<file path="src/rtl/llds_pkg.sv">
// ----------------------------------------------------------------------------
// llds_pkg
// Shared constants, codes and types for the newest-first value list.
// ----------------------------------------------------------------------------
package llds_pkg;

  // List geometry
  localparam int DEPTH   = 16;
  localparam int IDX_W   = (DEPTH > 1) ? $clog2(DEPTH) : 1;
  localparam int CNT_W   = $clog2(DEPTH + 1);

  // Field widths
  localparam int KIND_W   = 2;
  localparam int VALUE_W  = 32;
  localparam int STATUS_W = 2;
  localparam int TOTAL_W  = 35;
  localparam int COUNT_W  = 5;

  // Operation codes
  typedef enum logic [KIND_W-1:0] {
    KIND_INSERT = 2'd0,
    KIND_DELETE = 2'd1,
    KIND_SEARCH = 2'd2,
    KIND_SUM    = 2'd3
  } kind_t;

  // Result status codes
  typedef enum logic [STATUS_W-1:0] {
    STAT_OK     = 2'd0,
    STAT_FULL   = 2'd1,
    STAT_EMPTY  = 2'd2,
    STAT_ABSENT = 2'd3
  } status_t;

  // Broadcast control from the sequencer to every cell
  typedef struct packed {
    logic             push;      // shift away from head, load new head
    logic             scan;      // rotate one place towards the head
    logic             keep_head; // recirculate the head entry to the tail
    logic [IDX_W-1:0] tail_idx;  // slot that takes the recirculated head
  } cell_ctl_t;

endpackage

</file>
<file path="src/rtl/llds_if.sv">
// ----------------------------------------------------------------------------
// llds_in_if / llds_out_if
// Valid/ready channels for operation requests and their results.
// ----------------------------------------------------------------------------
interface llds_in_if;
  logic                              valid;
  logic                              ready;
  logic [llds_pkg::KIND_W-1:0]       kind;
  logic signed [llds_pkg::VALUE_W-1:0] value;

  modport source (output valid, output kind, output value, input ready);
  modport sink   (input valid, input kind, input value, output ready);
endinterface

interface llds_out_if;
  logic                          valid;
  logic                          ready;
  logic [llds_pkg::STATUS_W-1:0] status;
  logic [llds_pkg::TOTAL_W-1:0]  total;
  logic [llds_pkg::COUNT_W-1:0]  count;

  modport source (output valid, output status, output total, output count, input ready);
  modport sink   (input valid, input status, input total, input count, output ready);
endinterface

</file>
<file path="src/rtl/llds_cell.sv">
// ----------------------------------------------------------------------------
// llds_cell
// One list slot: holds an entry and moves it to or from its neighbours.
// ----------------------------------------------------------------------------
module llds_cell (
  input  logic                           clk,
  input  llds_pkg::cell_ctl_t            ctl,
  input  logic [llds_pkg::IDX_W-1:0]     cell_idx,
  input  logic [llds_pkg::VALUE_W-1:0]   prev_data,
  input  logic [llds_pkg::VALUE_W-1:0]   next_data,
  input  logic [llds_pkg::VALUE_W-1:0]   head_data,
  output logic [llds_pkg::VALUE_W-1:0]   data_q
);

  logic [llds_pkg::VALUE_W-1:0] data_r;
  logic [llds_pkg::VALUE_W-1:0] data_nxt;

  // Push takes the slot nearer the head; rotate takes the slot further away,
  // except at the tail, which takes the head entry when it is kept
  always_comb begin
    data_nxt = data_r;
    if (ctl.push) begin
      data_nxt = prev_data;
    end else if (ctl.scan) begin
      if (ctl.keep_head && (cell_idx == ctl.tail_idx)) begin
        data_nxt = head_data;
      end else begin
        data_nxt = next_data;
      end
    end
  end

  always_ff @(posedge clk) begin
    data_r <= data_nxt;
  end

  assign data_q = data_r;

endmodule

</file>
<file path="src/rtl/llds_chain.sv">
// ----------------------------------------------------------------------------
// llds_chain
// Row of list cells, slot 0 at the head; exposes the head entry.
// ----------------------------------------------------------------------------
module llds_chain (
  input  logic                         clk,
  input  llds_pkg::cell_ctl_t          ctl,
  input  logic [llds_pkg::VALUE_W-1:0] push_data,
  output logic [llds_pkg::VALUE_W-1:0] head_data
);

  logic [llds_pkg::VALUE_W-1:0] slot_data [llds_pkg::DEPTH];

  for (genvar i = 0; i < llds_pkg::DEPTH; i++) begin : g_cell
    logic [llds_pkg::VALUE_W-1:0] prev_w;
    logic [llds_pkg::VALUE_W-1:0] next_w;

    // Neighbour wiring; the far end shifts in don't-care zeros
    if (i == 0) begin : g_head
      assign prev_w = push_data;
    end else begin : g_mid
      assign prev_w = slot_data[i-1];
    end
    if (i == llds_pkg::DEPTH - 1) begin : g_last
      assign next_w = '0;
    end else begin : g_inner
      assign next_w = slot_data[i+1];
    end

    llds_cell u_cell (
      .clk       (clk),
      .ctl       (ctl),
      .cell_idx  (llds_pkg::IDX_W'(i)),
      .prev_data (prev_w),
      .next_data (next_w),
      .head_data (slot_data[0]),
      .data_q    (slot_data[i])
    );
  end

  assign head_data = slot_data[0];

endmodule

</file>
<file path="src/rtl/lifo_list_delete_search.sv">
// ----------------------------------------------------------------------------
// lifo_list_delete_search
// Bounded newest-first list of signed values with insert, delete, search and
// sum of positive entries, held in a row of shifting cells.
// ----------------------------------------------------------------------------
//   Channel    Dir   Payload                    Transfer
//   in_chan    in    kind, value                valid & ready
//   out_chan   out   status, total, count       valid & ready
//
// Insert, and any operation on an empty list, answers on acceptance.
// Delete, search and sum scan the list: the cell row rotates it past the
// head, where the compare and adder sit, one entry per cycle unless stalled.
// Reset clears the entry count and the sequencer; slot contents are kept.
// A result waiting on out_chan holds off new requests and the final step.
// ----------------------------------------------------------------------------
module lifo_list_delete_search (
  input  logic             clk,
  input  logic             rst_n,
  llds_in_if.sink          in_chan,
  llds_out_if.source       out_chan
);

  typedef enum logic [1:0] {
    S_IDLE = 2'b01,
    S_SCAN = 2'b10
  } state_t;

  state_t                           state_r, state_nxt;
  logic [llds_pkg::CNT_W-1:0]       count_r, count_nxt;
  logic [llds_pkg::CNT_W-1:0]       steps_r, steps_nxt;
  logic                             found_r, found_nxt;
  llds_pkg::kind_t                  op_r, op_nxt;
  logic [llds_pkg::VALUE_W-1:0]     value_r, value_nxt;
  logic [llds_pkg::TOTAL_W-1:0]     acc_r, acc_nxt;

  logic                             out_valid_r, out_valid_nxt;
  llds_pkg::status_t                out_status_r, out_status_nxt;
  logic [llds_pkg::TOTAL_W-1:0]     out_total_r, out_total_nxt;
  logic [llds_pkg::CNT_W-1:0]       out_cnt_r, out_cnt_nxt;

  llds_pkg::cell_ctl_t              ctl;
  logic [llds_pkg::VALUE_W-1:0]     head_data;
  logic [llds_pkg::IDX_W-1:0]       tail_full;
  logic                             out_free;
  logic                             accept;
  logic                             last_step;
  logic                             step_en;
  logic                             head_match;
  logic                             drop_head;
  llds_pkg::kind_t                  in_kind;

  // Handshake
  assign out_free       = !out_valid_r || out_chan.ready;
  assign in_chan.ready  = (state_r == S_IDLE) && out_free;
  assign accept         = in_chan.valid && in_chan.ready;
  assign in_kind        = llds_pkg::kind_t'(in_chan.kind);

  // Scan step control
  assign last_step  = (steps_r == llds_pkg::CNT_W'(1));
  assign step_en    = (state_r == S_SCAN) && (!last_step || out_free);
  assign head_match = (head_data == value_r);
  assign drop_head  = (op_r == llds_pkg::KIND_DELETE) && !found_r && head_match;
  assign tail_full  = llds_pkg::IDX_W'(count_r - llds_pkg::CNT_W'(1)
                    - llds_pkg::CNT_W'((op_r == llds_pkg::KIND_DELETE) && found_r));

  // Cell broadcast
  always_comb begin
    ctl.push      = accept && (in_kind == llds_pkg::KIND_INSERT)
                    && (count_r < llds_pkg::CNT_W'(llds_pkg::DEPTH));
    ctl.scan      = step_en;
    ctl.keep_head = !drop_head;
    ctl.tail_idx  = tail_full;
  end

  llds_chain u_chain (
    .clk       (clk),
    .ctl       (ctl),
    .push_data (in_chan.value),
    .head_data (head_data)
  );

  // Sequencer
  always_comb begin
    state_nxt      = state_r;
    count_nxt      = count_r;
    steps_nxt      = steps_r;
    found_nxt      = found_r;
    op_nxt         = op_r;
    value_nxt      = value_r;
    acc_nxt        = acc_r;
    out_valid_nxt  = out_valid_r && !out_chan.ready;
    out_status_nxt = out_status_r;
    out_total_nxt  = out_total_r;
    out_cnt_nxt    = out_cnt_r;

    unique case (state_r)
      S_IDLE: begin
        if (accept) begin
          op_nxt    = in_kind;
          value_nxt = in_chan.value;
          steps_nxt = count_r;
          found_nxt = 1'b0;
          acc_nxt   = '0;
          if (in_kind == llds_pkg::KIND_INSERT) begin
            out_valid_nxt = 1'b1;
            out_total_nxt = '0;
            if (count_r < llds_pkg::CNT_W'(llds_pkg::DEPTH)) begin
              count_nxt      = count_r + llds_pkg::CNT_W'(1);
              out_status_nxt = llds_pkg::STAT_OK;
              out_cnt_nxt    = count_r + llds_pkg::CNT_W'(1);
            end else begin
              out_status_nxt = llds_pkg::STAT_FULL;
              out_cnt_nxt    = count_r;
            end
          end else if (count_r == '0) begin
            // Empty list answers at once
            out_valid_nxt  = 1'b1;
            out_total_nxt  = '0;
            out_cnt_nxt    = count_r;
            out_status_nxt = (in_kind == llds_pkg::KIND_SEARCH) ?
                             llds_pkg::STAT_ABSENT : llds_pkg::STAT_EMPTY;
          end else begin
            state_nxt = S_SCAN;
          end
        end
      end

      S_SCAN: begin
        if (step_en) begin
          steps_nxt = steps_r - llds_pkg::CNT_W'(1);
          found_nxt = found_r || head_match;
          if ((op_r == llds_pkg::KIND_SUM) && !head_data[llds_pkg::VALUE_W-1]) begin
            acc_nxt = acc_r + llds_pkg::TOTAL_W'(head_data);
          end
          if (last_step) begin
            state_nxt     = S_IDLE;
            out_valid_nxt = 1'b1;
            out_total_nxt = '0;
            case (op_r)
              llds_pkg::KIND_DELETE: begin
                if (found_nxt) begin
                  count_nxt      = count_r - llds_pkg::CNT_W'(1);
                  out_status_nxt = llds_pkg::STAT_OK;
                  out_cnt_nxt    = count_r - llds_pkg::CNT_W'(1);
                end else begin
                  out_status_nxt = llds_pkg::STAT_ABSENT;
                  out_cnt_nxt    = count_r;
                end
              end
              llds_pkg::KIND_SEARCH: begin
                out_status_nxt = found_nxt ? llds_pkg::STAT_OK : llds_pkg::STAT_ABSENT;
                out_cnt_nxt    = count_r;
              end
              default: begin
                out_status_nxt = llds_pkg::STAT_OK;
                out_total_nxt  = acc_nxt;
                out_cnt_nxt    = count_r;
              end
            endcase
          end
        end
      end

      default: begin
        state_nxt = S_IDLE;
      end
    endcase
  end

  // Control registers
  always_ff @(posedge clk) begin
    if (!rst_n) begin
      state_r     <= S_IDLE;
      count_r     <= '0;
      out_valid_r <= 1'b0;
    end else begin
      state_r     <= state_nxt;
      count_r     <= count_nxt;
      out_valid_r <= out_valid_nxt;
    end
  end

  // Working and result payload
  always_ff @(posedge clk) begin
    steps_r      <= steps_nxt;
    found_r      <= found_nxt;
    op_r         <= op_nxt;
    value_r      <= value_nxt;
    acc_r        <= acc_nxt;
    out_status_r <= out_status_nxt;
    out_total_r  <= out_total_nxt;
    out_cnt_r    <= out_cnt_nxt;
  end

  // Result channel; count is sized to its field width
  assign out_chan.valid  = out_valid_r;
  assign out_chan.status = out_status_r;
  assign out_chan.total  = out_total_r;
  assign out_chan.count  = llds_pkg::COUNT_W'(out_cnt_r);

endmodule

</file>
<file path="src/flat_wrapper.sv">
// flat-port wrapper written by rule: the top's interface ports become plain ports
module lifo_list_delete_search_flat 
  (clk, rst_n, in_chan_valid, in_chan_kind, in_chan_value, in_chan_ready, out_chan_valid, out_chan_status, out_chan_total, out_chan_count, out_chan_ready);
  llds_in_if in_chan_i ();
  llds_out_if out_chan_i ();
  input  logic clk;
  input  logic rst_n;
  input wire logic [$bits(in_chan_i.valid)-1:0] in_chan_valid;
  input wire logic [$bits(in_chan_i.kind)-1:0] in_chan_kind;
  input wire logic [$bits(in_chan_i.value)-1:0] in_chan_value;
  output wire logic [$bits(in_chan_i.ready)-1:0] in_chan_ready;
  output wire logic [$bits(out_chan_i.valid)-1:0] out_chan_valid;
  output wire logic [$bits(out_chan_i.status)-1:0] out_chan_status;
  output wire logic [$bits(out_chan_i.total)-1:0] out_chan_total;
  output wire logic [$bits(out_chan_i.count)-1:0] out_chan_count;
  input wire logic [$bits(out_chan_i.ready)-1:0] out_chan_ready;
  assign in_chan_i.valid = in_chan_valid;
  assign in_chan_i.kind = in_chan_kind;
  assign in_chan_i.value = in_chan_value;
  assign in_chan_ready = in_chan_i.ready;
  assign out_chan_valid = out_chan_i.valid;
  assign out_chan_status = out_chan_i.status;
  assign out_chan_total = out_chan_i.total;
  assign out_chan_count = out_chan_i.count;
  assign out_chan_i.ready = out_chan_ready;
  lifo_list_delete_search u_core (.clk(clk), .rst_n(rst_n), .in_chan(in_chan_i), .out_chan(out_chan_i));
endmodule
</file>
<file path="config.mk">
export PLATFORM = sky130hd
export DESIGN_NAME = lifo_list_delete_search_flat
export DESIGN_NICKNAME = d
export VERILOG_FILES = /design/src/rtl/llds_pkg.sv /design/src/rtl/llds_if.sv /design/src/rtl/llds_cell.sv /design/src/rtl/llds_chain.sv /design/src/rtl/lifo_list_delete_search.sv /design/src/flat_wrapper.sv
export SDC_FILE = /design/constraint.sdc
export NUM_CORES = 2
export LEC_CHECK = 0
export BUFFER_PORTS_ARGS = -buffer_cell sky130_fd_sc_hd__buf_4
export CORE_MARGIN = 2
export CORE_UTILIZATION = 40
export DETAILED_ROUTE_END_ITERATION = 7
export HOLD_SLACK_MARGIN = 0.08
export SETUP_SLACK_MARGIN = 0.15
export SLEW_MARGIN = 20
export SYNTH_ARGS = -nofsm -noshare
export SYNTH_HDL_FRONTEND = slang
export SYNTH_SLANG_ARGS = --single-unit
</file>
<file path="constraint.sdc">
create_clock -name clk -period 22 [get_ports clk]
set_clock_uncertainty 0.2 [all_clocks]
set_input_delay 1.1 -clock clk [delete_from_list [all_inputs] [get_ports clk]]
set_output_delay 1.1 -clock clk [all_outputs]
set_load 0.005 [all_outputs]
</file>
* Word-level counts from Yosys, hierarchy flattened
Cells that the tools add are included.
W data, S select, Z words.
** Operators by class
- Add/subtract/negate cells :: 5
- Order comparisons :: 1
- Equality and inequality tests :: 31
- Mux-type cells :: 99
- Reductions and logical operators :: 47
** Operators with widths (number)
- $mux W32 :: 48
- $mux W35 :: 9
- $pmux W35 S2 :: 2
- $mux W5 :: 12
- $add A35 B32 Y35 :: 1
- $eq A32 B32 Y1 :: 1
- $eq A4 B4 Y1 const A :: 8
- $pmux W5 S2 :: 3
- $logic_and A1 B1 Y1 :: 26
- $mux W2 :: 12
- $eq A3 B4 Y1 const A :: 4
- $reduce_and A5 Y1 :: 3
- $sub A5 B1 Y5 const B :: 2
- $mux W1 :: 9
- $eq A2 B2 Y1 const B :: 4
- $eq A2 B4 Y1 const A :: 2
- $ne A2 B1 Y1 const B :: 4
- $pmux W2 S2 :: 2
- $logic_not A1 Y1 :: 6
- $ne A2 B2 Y1 const B :: 3
- $add A5 B1 Y5 const B :: 1
- $eq A5 B1 Y1 const B :: 1
- $logic_not A5 Y1 :: 1
- $lt A5 B5 Y1 const B :: 1
- other kinds (12) :: 18
** Word-level totals
- Register bits :: 637
- Output and inout bits :: 44

* Depth between registers and ports, before layout
- Depth in word-level cells :: 8
- Gate-level depth with buffers :: 15
- Mapped depth without buffers :: 12

* Cells and area by module
Synthesis repeated with hierarchy kept, for this count alone.
** Unflattened totals
- Cells, all modules :: 3977
- Area, all modules :: 42160.4 um2
** Modules (own cells, without submodules)
- llds_cell :: times used 16, cells an instance 199, area an instance 2140.8 um2
- lifo_list_delete_search :: times used 1, cells an instance 791, area an instance 7900.1 um2
- llds_chain :: times used 1, cells an instance 2, area an instance 7.5 um2

* Worst setup path after synthesis
Ideal clock, no wire load.
- Path type :: input to register
- Start :: input out_chan_ready
- End :: register u_core.u_chain.g_cell[0].u_cell.data_r, in the netlist u_core.u_chain.g_cell[0].u_cell.data_q[0] (enable)
- Setup time :: 0.470 ns
- Data arrival time :: 14.951 ns
- Required time :: 21.330 ns
- Slack :: 6.378 ns
- Stages :: 7
- Cells stage by stage :: nand2b_1 and2_1 nand2_1 or3_1 clkbuf_1 nand2_1 a21boi_0
** On the way
- Longest elaborated chain between the ends :: 7
- Elaborated cells on any way between the ends :: 10
- Classes of those cells :: eq/ne (1); reduce/logical (9)
** Ends and longest elaborated chain
- from (decl) :: line flat_wrapper.sv:16 : input wire logic [$bits(out_chan_i.ready)-1:0] out_chan_ready;
- $logic_or A1 B1 Y1 * :: line lifo_list_delete_search.sv:53 : assign out_free = !out_valid_r || out_chan.ready;
- $logic_and A1 B1 Y1 * :: line lifo_list_delete_search.sv:54 : assign in_chan.ready = (state_r == S_IDLE) && out_free;
- named net in_chan_ready :: line flat_wrapper.sv:11 : output wire logic [$bits(in_chan_i.ready)-1:0] in_chan_ready;
- $logic_and A1 B1 Y1 * :: line lifo_list_delete_search.sv:55 : assign accept = in_chan.valid && in_chan.ready;
- $logic_and A1 B1 Y1 * :: line lifo_list_delete_search.sv:68 : ctl.push = accept && (in_kind == llds_pkg::KIND_INSERT)
- $logic_and A1 B1 Y1 * :: line lifo_list_delete_search.sv:69 : && (count_r < llds_pkg::CNT_W'(llds_pkg::DEPTH));
- $ne A2 B1 Y1 (no source line) / $reduce_bool A2 Y1 (equally long branches)
- $reduce_and A2 Y1 (no source line) *
- to (signal assigned) :: line llds_cell.sv:34 : data_r <= data_nxt;
- to (decl) :: line llds_cell.sv:15 : logic [llds_pkg::VALUE_W-1:0] data_r;
Mark *: on every way through the listed nets, which the timed path passes. The rest lies on a longest branch.
A chain may end at the register's enable or synchronous reset.

* Final worst setup path
- Start :: register u_core.state_r[1]
- End :: register u_core.u_chain.g_cell[2].u_cell.data_r, in the netlist u_core.u_chain.g_cell[2].u_cell.data_q[7], data pin
** On the way
- Longest elaborated chain between the ends :: 6
** Ends and longest elaborated chain
- from (decl) :: line lifo_list_delete_search.sv:28 : state_t state_r, state_nxt;
- from (signal assigned) :: line lifo_list_delete_search.sv:177 : state_r <= state_nxt;
- $eq A2 B1 Y1 :: line lifo_list_delete_search.sv:54
- $logic_and A1 B1 Y1 :: line lifo_list_delete_search.sv:54
- $logic_and A1 B1 Y1 :: line lifo_list_delete_search.sv:55
- $logic_and A1 B1 Y1 :: line lifo_list_delete_search.sv:68
- $logic_and A1 B1 Y1 :: line lifo_list_delete_search.sv:69
- $mux W32 :: line llds_cell.sv:22 : if (ctl.push) begin
- named net u_core.u_chain.g_cell[2].u_cell.data_nxt, one bit :: line llds_cell.sv:16 : logic [llds_pkg::VALUE_W-1:0] data_nxt;
- to (signal assigned) :: line llds_cell.sv:34
- to (decl) :: line llds_cell.sv:15
The timed path passes the listed nets, and every way through them passes these cells.

==> impl_metrics.toml <==
[floorplanning]
ios = 82
start_util_pct = 40.54
dieArea_um2 = 87300
dieHeight_um = 295.5
core-area_um2 = 83820
die_x_um = 295.5
rows = 106

[sta]
slew_viol_final = 0
clock.fmax_mhz = 157.9
setup-violations-final = 0
period_share_pct = 28.79
tightest_slew_ns = 1.168
rsz0062_at_grt = "false"
finalSetupTns_ns = 0
slew_headroom_pct = 22.12
hold_viol_final = 0
min_period_ns = 6.333

[grt]
overflow = 0
first_global_vias = 21890
grt_pass1_wl_mm = 129.8
antenna_found_initial = 0
grt_max_degree = 297
grt_usage_pct = 19.00

[placement]
hpwl_mm = 49.60
port-buffer-count = 81
place.gp.congestion = 0.8994
dp.cells = 3984

[route]
drtIter0Drc = 1903
wirelength_mm = 84.22
vias_per_cell = 5.528
drtAntennaViolNets = 0
drtPass1Iterations = 6
wire_per_inst_um = 20.48
vias = 22730
drc = 0

[critical_path]
crit_chain = "inv_1, ha_1, and2_1, nand2_1, nor3_4, buf_4, buf_12, buf_4, buf_4, buf_6, o21ai_0"
r2r_slack_ns = 15.67
cp_data_required_time_ns = 22.11
start_kind = "flip-flop"
setup.worst_path.class = "flip-flop to flip-flop"
timing.rr.start = "u_core.state_r[1]$_SDFFE_PN0P_"
end_kind = "flip-flop"
cp_max_fo = 296
critPathMaxStageDelay_ns = 0.91
r2r_cells = 11
reg2reg_to = "u_core.u_chain.g_cell[2].u_cell.data_q[7]$_DFFE_PP_"
crit_slowest_cell = "buf_4"
crit_top_cell = "buf_4"
crit_arrival_ns = 6.45

[clock_network]
cts_buffers = 71
cts_resized = 0
clock_latency_ns = 0.61
clk_pin_slew_ns = 0.06
hold_buffers = 0
cts_setup_buffers = 0
htreeDepth = 3
max-clock-path-buffers = 3
cts_root_buf = "clkbuf_16"
cts_sinks = 637
cts_tree = "done"

[logic_synthesis]
synth_edf_count = 629
synthTopCellsByArea = "edfxtp_1, mux2i_1, nand2_1, o21ai_0, ha_1"
synth_cells = 3012
syn_area_um2 = 33980
syn_area_per_cell_um2 = 11.28
synth_common_cells = "edfxtp_1, nand2_1, mux2i_1, o21ai_0, clkbuf_1"
ys_warn_count = 0
ys_seq_area_share_pct = 56.06
synth.distinct_cells = 82
synthArstFlopShare_pct = 0
synth_seq_cells = 637
yosys.area.top_type = "edfxtp_1"
synth_ff_type = "edfxtp_1"
synth_top_area_share_pct = 55.58
yosysMostFrequentCell = "edfxtp_1"
synth_nets = 3095

[layout]
syn_to_final_growth_pct = 9.397
antenna_cells = 0
layout.nets = 3006
multi_input_area_um2 = 13530
final_cell_count_no_fill = 4112
ff_latch_area_um2 = 19050
fillers = 7783
drive_gt1_share_pct = 9.402

[hold_path]
hold_class = "flip-flop to flip-flop"
hold_end = "u_core.state_r[0]$_SDFFE_PN1P_"
min_from = "u_core.state_r[0]$_SDFFE_PN1P_"
min_path_cells = 2

[power]
power_density_nw_per_um2 = 119.4
pwr-share-comb_pct = 30.3
seq_power_share_pct = 43.9
p_int_mw = 2.919
p_leak_nw = 12.04
vdd_drop_max_mv = 0.07017
total_power_mw = 4.437
p_sw_share_pct = 34.22
p_clk_share_pct = 25.8
switchingPower_mw = 1.518

[job]
drv_cap = 0

[outcome]
status = "completed"
## cell usage in the layout (no fill, tap or decap), drive strengths merged, types with 33 or more instances in the layout
cell type	instances
edfxtp	629
nand2	568
o21ai	466
mux2i	428
buf	116
clkbuf	91
nor2	81
a21oi	58
xnor2	45
ha	44
nand3	43
a22o	33
mux2	33
## metal layers
metal	wire length [um]	share of wire [%]	GRT usage, %	up-vias
li1	-	-	-	10860
met1	38930	46	26.11	11230
met2	39890	47	31.58	539
met3	3709	4.4	2.451	110
met4	1688	2.0	5.274	0
met5	0	0	0	-
## how the worst max path moves through the flow
stage	startpoint	slack [ns]	end
2_1_floorplan	out_chan_ready	6.38	u_core.u_chain.g_cell[0].u_cell.data_q[0]$_DFFE_PP_
3_3_place_gp	out_chan_ready	15.10	u_core.u_chain.g_cell[8].u_cell.data_q[11]$_DFFE_PP_
3_5_place_dp	out_chan_ready	14.95	u_core.u_chain.g_cell[11].u_cell.data_q[8]$_DFFE_PP_
4_1_cts	u_core.state_r[1]$_SDFFE_PN0P_	15.56	u_core.u_chain.g_cell[2].u_cell.data_q[7]$_DFFE_PP_
5_1_grt	u_core.state_r[0]$_SDFFE_PN1P_	15.17	u_core.u_chain.g_cell[11].u_cell.data_q[11]$_DFFE_PP_
6_report	u_core.state_r[1]$_SDFFE_PN0P_	15.67	u_core.u_chain.g_cell[2].u_cell.data_q[7]$_DFFE_PP_
## critical path, delay by kind of cell, from the launching register on
kind | cells | cell delay (ns)
buf+inv | 6 | 3.87
flops | 1 | 0.33
compound gates | 1 | 0.24
simple gates | 3 | 0.62
fa+ha+maj | 1 | 0.33
## final cells by class
cell class,count,area share [%]
Clock buffer,91,5.096
Clock inverter,37,0.7977
Inverter,22,0.2221
Multi-Input combinational cell,2075,36.40
Sequential cell,637,51.24
Tap cell,1134,3.817
Timing Repair Buffer,116,2.430
## kinds of logic (layout without fill, tap and decap cells)
logic type / count (synthesis) / count (layout) / synth area share (%)
compound gates: 656 / 656 / 11.04
simple gates: 858 / 858 / 11.28
xor+xnor: 55 / 55 / 1.440
buf+inv: 300 / 266 / 4.474
flops: 637 / 637 / 56.06
fa+ha+maj: 45 / 45 / 1.679
mux: 461 / 461 / 14.03
## flip-flops by register name, summed over array words and instances (netlist names), 5 cells and up
register / count
u_core.u_chain.g_cell.u_cell.data_q: 512
u_core.acc_r: 35
u_core.out_chan.total: 35
u_core.value_r: 32
u_core.count_r: 5
u_core.out_chan.count: 5
u_core.steps_r: 5
## per-stage QoR
step / hold slack, ns / util, % / cell area [um^2] / setup slack (ns)
floorplan: 0.2800 / - / 33980 / 6.378
global placement: 0.2953 / 41.72 / 34970 / 15.10
detailed placement: 0.3188 / 41.72 / 34970 / 14.95
CTS: 0.3252 / 44.34 / 37160 / 15.56
global route: 0.3558 / 44.35 / 37170 / 15.17
finish: 0.3239 / 44.35 / 37170 / 15.67
## power groups by stage
stage	logic (mW)	registers (mW)	clock network, mW
final	1.35	1.95	1.14
after global routing	1.48	1.98	1.22
after CTS	1.35	1.95	1.17
after detailed placement	1.35	1.97	0
after global placement	1.31	1.96	0
after floorplan	0.987	1.93	0
(Power assumes the default switching activity.)
